<file path="src/hdl/crt_pkg.sv">
// Shared types and constants for the chunk residency table.
// Holds the transfer payload structs, command and outcome codes, and the controller link types.
// No dependencies; compile this file first.
package crt_pkg;

    localparam int TABLE_DEPTH = 256;
    localparam int IDX_W       = $clog2(TABLE_DEPTH);
    localparam int CNT_W       = $clog2(TABLE_DEPTH + 1);
    localparam int LOC_W       = 32;
    localparam int RADIUS_W    = 7;
    localparam int CFG_IDX_W   = 1;
    localparam int CFG_DATA_W  = 9;

    localparam logic [RADIUS_W-1:0] RADIUS_MIN   = 7'd1;
    localparam logic [RADIUS_W-1:0] RADIUS_MAX   = 7'd64;
    localparam logic [RADIUS_W-1:0] RADIUS_RESET = 7'd8;
    localparam logic [CNT_W-1:0]    IN_USE_RESET = CNT_W'(TABLE_DEPTH);
    localparam logic [CNT_W-1:0]    DEPTH_CNT    = CNT_W'(TABLE_DEPTH);

    localparam logic [CFG_IDX_W-1:0] REG_WINDOW_RADIUS  = 1'd0;
    localparam logic [CFG_IDX_W-1:0] REG_ENTRIES_IN_USE = 1'd1;

    localparam logic [2:0] CMD_LOOKUP = 3'd0;
    localparam logic [2:0] CMD_LOAD   = 3'd1;
    localparam logic [2:0] CMD_UNLOAD = 3'd2;
    localparam logic [2:0] CMD_EVICT  = 3'd3;
    localparam logic [2:0] CMD_COUNT  = 3'd4;

    localparam logic [1:0] OUTCOME_OK          = 2'd0;
    localparam logic [1:0] OUTCOME_PRESENT     = 2'd1;
    localparam logic [1:0] OUTCOME_NOT_PRESENT = 2'd2;
    localparam logic [1:0] OUTCOME_FULL        = 2'd3;

    typedef struct packed {
        logic [2:0]         command;
        logic signed [15:0] pos_x;
        logic signed [15:0] pos_z;
    } crt_req_t;

    typedef struct packed {
        logic [1:0]       outcome;
        logic             hit;
        logic [IDX_W-1:0] entry_index;
        logic [CNT_W-1:0] tally;
    } crt_rsp_t;

    typedef enum logic [1:0] {
        ST_IDLE,
        ST_SCAN,
        ST_FINISH
    } crt_state_t;

    typedef struct packed {
        logic load_item;
        logic issue;
        logic commit;
    } crt_ctl_t;

    typedef struct packed {
        logic issue_more;
        logic pipe_busy;
        logic out_free;
    } crt_stat_t;

endpackage

</file>
<file path="src/hdl/crt_ctrl.sv">
// Controller state machine for the chunk residency table.
// Sequences accept, table scan and result commit; depends on crt_pkg.
module crt_ctrl (
    input  logic              clk,
    input  logic              rst_n,
    input  logic              req_valid,
    output logic              req_ready,
    input  crt_pkg::crt_stat_t stat,
    output crt_pkg::crt_ctl_t  ctl
);
    import crt_pkg::*;

    crt_state_t state_reg;
    crt_state_t state_next;

    always_ff @(posedge clk or negedge rst_n)
    begin
        if (!rst_n)
        begin
            state_reg <= ST_IDLE;
        end
        else
        begin
            state_reg <= state_next;
        end
    end

    always_comb
    begin
        state_next    = state_reg;
        req_ready     = 1'b0;
        ctl.load_item = 1'b0;
        ctl.issue     = 1'b0;
        ctl.commit    = 1'b0;
        unique case (state_reg)
            ST_IDLE:
            begin
                req_ready = 1'b1;
                if (req_valid)
                begin
                    ctl.load_item = 1'b1;
                    state_next    = ST_SCAN;
                end
            end
            ST_SCAN:
            begin
                ctl.issue = stat.issue_more;
                if (!stat.issue_more && !stat.pipe_busy)
                begin
                    state_next = ST_FINISH;
                end
            end
            ST_FINISH:
            begin
                if (stat.out_free)
                begin
                    ctl.commit = 1'b1;
                    state_next = ST_IDLE;
                end
            end
            default:
            begin
                state_next = ST_IDLE;
            end
        endcase
    end

endmodule

</file>
<file path="config.mk">
export PLATFORM = sky130hd
export DESIGN_NAME = crt_ctrl
export DESIGN_NICKNAME = d
export VERILOG_FILES = /design/src/hdl/crt_pkg.sv /design/src/hdl/crt_ctrl.sv
export SDC_FILE = /design/constraint.sdc
export NUM_CORES = 1
export LEC_CHECK = 0
export BUFFER_PORTS_ARGS = -buffer_cell sky130_fd_sc_hd__buf_2
export CAP_MARGIN = 30
export CORE_AREA = 2 2 39 41
export CTS_CLUSTER_DIAMETER = 50
export DETAILED_ROUTE_END_ITERATION = 12
export DIE_AREA = 0 0 41 43
export GPL_TIMING_DRIVEN = 0
export SYNTH_ARGS = -nofsm -noshare
export SYNTH_HDL_FRONTEND = slang
export SYNTH_SLANG_ARGS = --single-unit
</file>
<file path="constraint.sdc">
create_clock -name clk -period 1 [get_ports clk]
set_clock_uncertainty 0.2 [all_clocks]
set_input_delay 0 -clock clk [delete_from_list [all_inputs] [get_ports clk]]
set_output_delay 0 -clock clk [all_outputs]
set_load 0.005 [all_outputs]
</file>
==> flow_summary.json, run 1 <==
{
  "clock_latency_ns": 0.23,
  "postSynthAreaPerCell_sq_um": 8.76,
  "cp_max_fo": 5,
  "antenna_found_initial": 0,
  "synth_nets": 19,
  "intPower_uw": 327,
  "rsz0062_at_grt": "true",
  "gr-usage-met3": 0.0157,
  "rows": 14,
  "worst_pin_slew_ns": 0.206,
  "final_cells": 48,
  "drt-initial-drc-count": 1,
  "via_count": 167,
  "place_area_sq_um": 179,
  "cp-startpoint": "state_reg[1]",
  "setup_viol": 6,
  "grt_max_degree": 7,
  "p_switching_uw": 133,
  "critPathLaunchType": "flip-flop",
  "min_path_type": "in -> reg",
  "dieArea_sq_um": 1760,
  "grt_pass1_vias": 184,
  "yosys-top-cells-count": "nor2_1 (4), dfrtp_1 (2)",
  "gr-total-overflow": 0,
  "holdWs_ns": -0.0774,
  "fin_ws_ns": -0.180,
  "slew_violations": 0,
  "final-hold-violation-count": 2,
  "synthFlopType": "dfrtp_1",
  "dp.cells": 38,
  "switching_share": 0.289,
  "r2r_end": "state_reg[1]",
  "clockBufferDepth": 2,
  "period_needed_ns": 1.18,
  "syn_area_sq_um": 114,
  "yosys_register_bits": 2,
  "largest_register_ffs": 2,
  "yosysMostFrequentCell": "nor2_1",
  "end_kind": "primary output",
  "grtUsageMet1": 0.0575,
  "wirelength_um": 420,
  "violations": "hold timing, setup timing",
  "power.density_nw_per_um2": 1640,
  "outcome": "finished with violations",
  "yosys_warnings": 0,
  "cp_cell_sequence": "and3b_2 -> buf_2",
  "use_met2": 0.100,
  "num_antenna_cells": 0,
  "yosysTopAreaCell": "dfrtp_1",
  "arrival_ns": 0.98,
  "wl_per_cell_um": 8.75,
  "fin_crit_sh": 1.18,
  "rr_worst_depth": 3,
  "final_util": 0.203,
  "dr.pass1.iters": 4,
  "maxCapViolations": 0,
  "drive_gt1_frac": 0.625,
  "worst_slew_margin_rel": 0.862,
  "cp_slowest_stage_delay_ns": 0.41,
  "root_buffer": "clkbuf_4",
  "core_sq_um": 1380,
  "cts_buffers": 3,
  "busiest_layer": "met2",
  "cts.sinks": 2,
  "path_clk_slew_ns": 0.03,
  "regToRegStartpoint": "state_reg[1]",
  "gp_congestion": 0.597,
  "area_growth_pct": 146,
  "post-route-cell-area_sq_um": 280,
  "power_frac_seq": 0.285,
  "synthTopCellsByArea": "dfrtp_1 (44%), nor2_1 (13%), and3b_2 (8.8%)",
  "nets": 40,
  "drt_drc_violations_left": 0,
  "setup.worst_path.end": "ctl[1]",
  "grt.total_usage": 0.0681,
  "leakage_uw": 0.000137,
  "io_buffers": 9,
  "h-tree-depth": 1,
  "postSynthCellCount": 13,
  "critPathSlowestCell": "dfrtp_1",
  "fillers": 167,
  "cts_tree": "built",
  "synthArstFlopShare": 1.00,
  "cp.required_ns": 0.80,
  "fmax_mhz": 848,
  "reg2reg_setup_slack_ns": -0.09,
  "synth-edff-count": 0,
  "ys_types": 9,
  "hold_buffers": 5,
  "via_per_inst": 3.48,
  "die_h_um": 43,
  "ios": 10,
  "power_frac_comb": 0.319,
  "synth_top_area_frac": 0.440,
  "grt_pass1_wl_um": 703,
  "start_util": 0.0823,
  "yosysSeqAreaShare": 0.440,
  "postRouteAntennaNets": 0,
  "vdd_ir_drop_max_mv": 0.322,
  "critical_path_class": "reg -> out",
  "pwr-share-clk": 0.396,
  "p_total_uw": 460,
  "die_x_um": 41
}
-- cell families (layout without fill, tap and decap cells) --
family	Yosys count	count (layout)	share of synthesized area
DFF	2	2	0.440
AOI/OAI and AO/OA	2	2	0.143
and+or+nand+nor	9	9	0.418
buffers and inverters	0	19	0
-- final cells by class --
type | count | area (sq um) | area share
Sequential cell | 2 | 51.3 | 0.183
Timing Repair Buffer | 16 | 110 | 0.393
Multi-Input combinational cell | 11 | 76.3 | 0.272
Tap cell | 16 | 20.0 | 0.0714
Clock buffer | 3 | 22.5 | 0.0804
-- layout by cell type (no fill, tap or decap), drive strengths merged --
master	instances
buf	11
dlygate4sd3	5
nor2	4
clkbuf	3
dfrtp	2
and3b	1
nand2	1
and2	1
nor3	1
nor3b	1
a21o	1
a211oi	1
-- critical path, delay by kind of cell (launching register included) --
kind                   cells  cell delay, ns
AND/OR/NAND/NOR            1            0.24
flip-flops                 1            0.41
buffers and inverters      1            0.10
-- repair_timing --
item / in CTS / in global routing
gates resized for setup: 2 / 2
buffers inserted: 2 / 0
setup endpoints to repair: 6 / 6
pin swaps: 3 / 3
hold endpoints to repair: 4 / 2
gates cloned: 0 / 0
-- layer usage --
layer  wire [um]  share of wire  vias up
met3          17          0.040        0
li1            -              -       83
met4           0              0        0
met2         240           0.57        6
met5           0              0        -
met1         161           0.38       78
-- power groups by stage --
stage | logic [uW] | registers (uW) | clock network, uW
after floorplan | 49.3 | 122 | 0
after global routing | 164 | 135 | 197
after CTS | 143 | 124 | 191
final | 147 | 131 | 182
after global placement | 91.2 | 128 | 0
after detailed placement | 93.3 | 129 | 0
-- metrics by stage --
| step | setup TNS [ns] | hold slack [ns] | setup WS (ns) |
|---|---|---|---|
| after floorplan | -0.0225 | -0.496 | -0.0225 |
| after global placement | -0.0583 | -0.413 | -0.0583 |
| after detailed placement | -0.0919 | -0.414 | -0.0648 |
| after CTS | -0.727 | -0.0957 | -0.198 |
| after global routing | -1.00 | -0.0341 | -0.250 |
| final | -0.693 | -0.0774 | -0.180 |
-- worst min path at each step --
| stage | startpoint | depth (start not counted) | slack, ns | endpoint |
|---|---|---|---|---|
| final | stat[2] | 3 | -0.08 | state_reg[0] |
| after global routing | stat[2] | 3 | -0.03 | state_reg[0] |
| after CTS | stat[2] | 3 | -0.1 | state_reg[0] |
| after detailed placement | rst_n | 1 | -0.41 | state_reg[0] |
| after global placement | rst_n | 1 | -0.41 | state_reg[0] |
| after floorplan | rst_n | 0 | -0.50 | state_reg[0] |
Note: power is estimated with default switching activity, not from simulation.
==> run 2: changes to the inputs <==
- CTS_CLUSTER_SIZE: default -> 28
- PLACE_DENSITY_LB_ADDON: default -> 0.25
==> run 2 against run 1 <==
Effect of this change: core utilization grew 2.9 points; global-route usage increased by 1.8 points; clock-buffer cell count unchanged; power is 16% higher; wire length rose by 24%; clock power is essentially flat; sequential power shrank 5%; register-to-register slack worse by 0.02 ns; the flow still finishes with violations (hold timing, setup timing).
==> flow_summary.json, run 2 (synthesis results as in run 1) <==
{
  "outcome": "finished with violations",
  "violations": "hold timing, setup timing",
  "ios": 10,
  "critical_path_buf_inv_count": 1,
  "core_sq_um": 1380,
  "drt-initial-drc-count": 2,
  "end_kind": "primary output",
  "wirelength_um": 519,
  "vdd_ir_drop_max_mv": 0.366,
  "p_total_uw": 532,
  "min_to": "state_reg[0]",
  "gp_congestion": 0.549,
  "critical_path_class": "reg -> out",
  "grt_pass1_wl_um": 903,
  "worst_pin_slew_ns": 0.144,
  "final-hold-violation-count": 2,
  "cp.required_ns": 0.80,
  "regToRegStartpoint": "state_reg[1]",
  "grt_max_degree": 6,
  "slew_violations": 0,
  "die_h_um": 43,
  "via_count": 181,
  "crit_family": "flip-flops",
  "power.density_nw_per_um2": 1660,
  "min_path_type": "in -> reg",
  "cp_slowest_stage_delay_ns": 0.43,
  "area_growth_pct": 181,
  "cts_buffers": 3,
  "mostFrequentLayoutCell": "buf_2",
  "mostFrequentLayoutCells": "buf_2 (8), dlygate4sd3_1 (5), clkbuf_4 (3), buf_6 (3), nor2_1 (2)",
  "holdWs_ns": -0.0256,
  "wl_per_cell_um": 10.6,
  "cp_cell_sequence": "and3b_2 -> buf_6",
  "critPathSlowestCell": "dfrtp_2",
  "path_clk_slew_ns": 0.03,
  "h-tree-depth": 1,
  "die_x_um": 41,
  "period_needed_ns": 1.19,
  "reg2reg_setup_slack_ns": -0.11,
  "largest_register_ffs": 2,
  "io_buffers": 9,
  "drive_gt1_frac": 0.697,
  "critPathLaunchType": "flip-flop",
  "grt_pass1_vias": 212,
  "clockBufferDepth": 2,
  "nets": 41,
  "gr-total-overflow": 0,
  "grt.total_usage": 0.0863,
  "drt_drc_violations_left": 0,
  "postRouteAntennaNets": 0,
  "min_path_cells": 3,
  "worst_slew_margin_rel": 0.903,
  "cts.sinks": 2,
  "start_util": 0.0823,
  "rsz0062_at_grt": "true",
  "rows": 14,
  "maxCapViolations": 0,
  "r2r_end": "state_reg[1]",
  "arrival_ns": 0.99,
  "antenna_found_initial": 0,
  "fin_ws_ns": -0.188,
  "fin_crit_sh": 1.19,
  "leakage_uw": 0.000148,
  "num_antenna_cells": 0,
  "rr_worst_depth": 3,
  "dieArea_sq_um": 1760,
  "cp_max_fo": 5,
  "clock_latency_ns": 0.23,
  "cts_tree": "built",
  "dr.pass1.iters": 2,
  "via_per_inst": 3.69,
  "min_from": "stat[2]",
  "fmax_mhz": 842,
  "setup_viol": 6,
  "root_buffer": "clkbuf_4"
}
[run 2: layout make-up]
cell class,instances,area (sq um)
clock buffer,3,22.5
sequential,2,51.3
tap,16,20.0
multi-input combinational,11,95.1
timing repair buffer,17,131
fill,148,1060
[run 2: where the power goes]
group,switching [uW],internal (uW)
sequential,22.7,101
clock,47.6,133
combinational,89.7,139
[run 2: how the worst max path moves through the flow]
| stage | from | end | slack [ns] | depth (start not counted) |
|---|---|---|---|---|
| floorplan | state_reg[1] | state_reg[1] | -0.02 | 2 |
| global placement | state_reg[1] | state_reg[1] | -0.05 | 2 |
| detailed placement | state_reg[1] | state_reg[1] | -0.07 | 2 |
| CTS | state_reg[1] | ctl[2] | -0.20 | 3 |
| global route | state_reg[1] | ctl[2] | -0.24 | 3 |
| finish | state_reg[1] | ctl[1] | -0.19 | 2 |
[run 2: worst reg2reg max path, cell delays in order (launching register included)]
cell     delay [ns]
dfrtp_2        0.43
buf_4          0.16
nor3_4         0.11
a21o_2         0.14
[run 2: routing by layer]
| metal | wire length, um | share of wire | up-vias | global-route usage |
|---|---|---|---|---|
| met2 | 254 | 0.49 | 10 | 0.109 |
| met1 | 185 | 0.36 | 82 | 0.0804 |
| met5 | 0 | 0 | - | 0 |
| met3 | 71 | 0.14 | 2 | 0.0576 |
| li1 | - | - | 87 | - |
| met4 | 7 | 0.013 | 0 | 0.100 |
[run 2: repair_timing]
| action | CTS | global route |
|---|---|---|
| gates resized for setup | 5 | 6 |
| endpoints found under the setup margin | 6 | 8 |
| pin swaps | 4 | 0 |
| buffers inserted | 2 | 1 |
| endpoints found under the hold margin | 4 | 4 |
| hold buffers | 5 | 1 |
[run 2: metrics by stage]
stage	cell area, sq um	setup TNS (ns)	cells	setup slack (ns)	util
floorplan	114	-0.0225	13	-0.0225	-
global placement	179	-0.0453	38	-0.0453	0.129
detailed placement	179	-0.0747	38	-0.0677	0.129
CTS	292	-0.686	48	-0.200	0.211
global route	320	-1.07	49	-0.239	0.231
finish	320	-0.770	49	-0.188	0.231
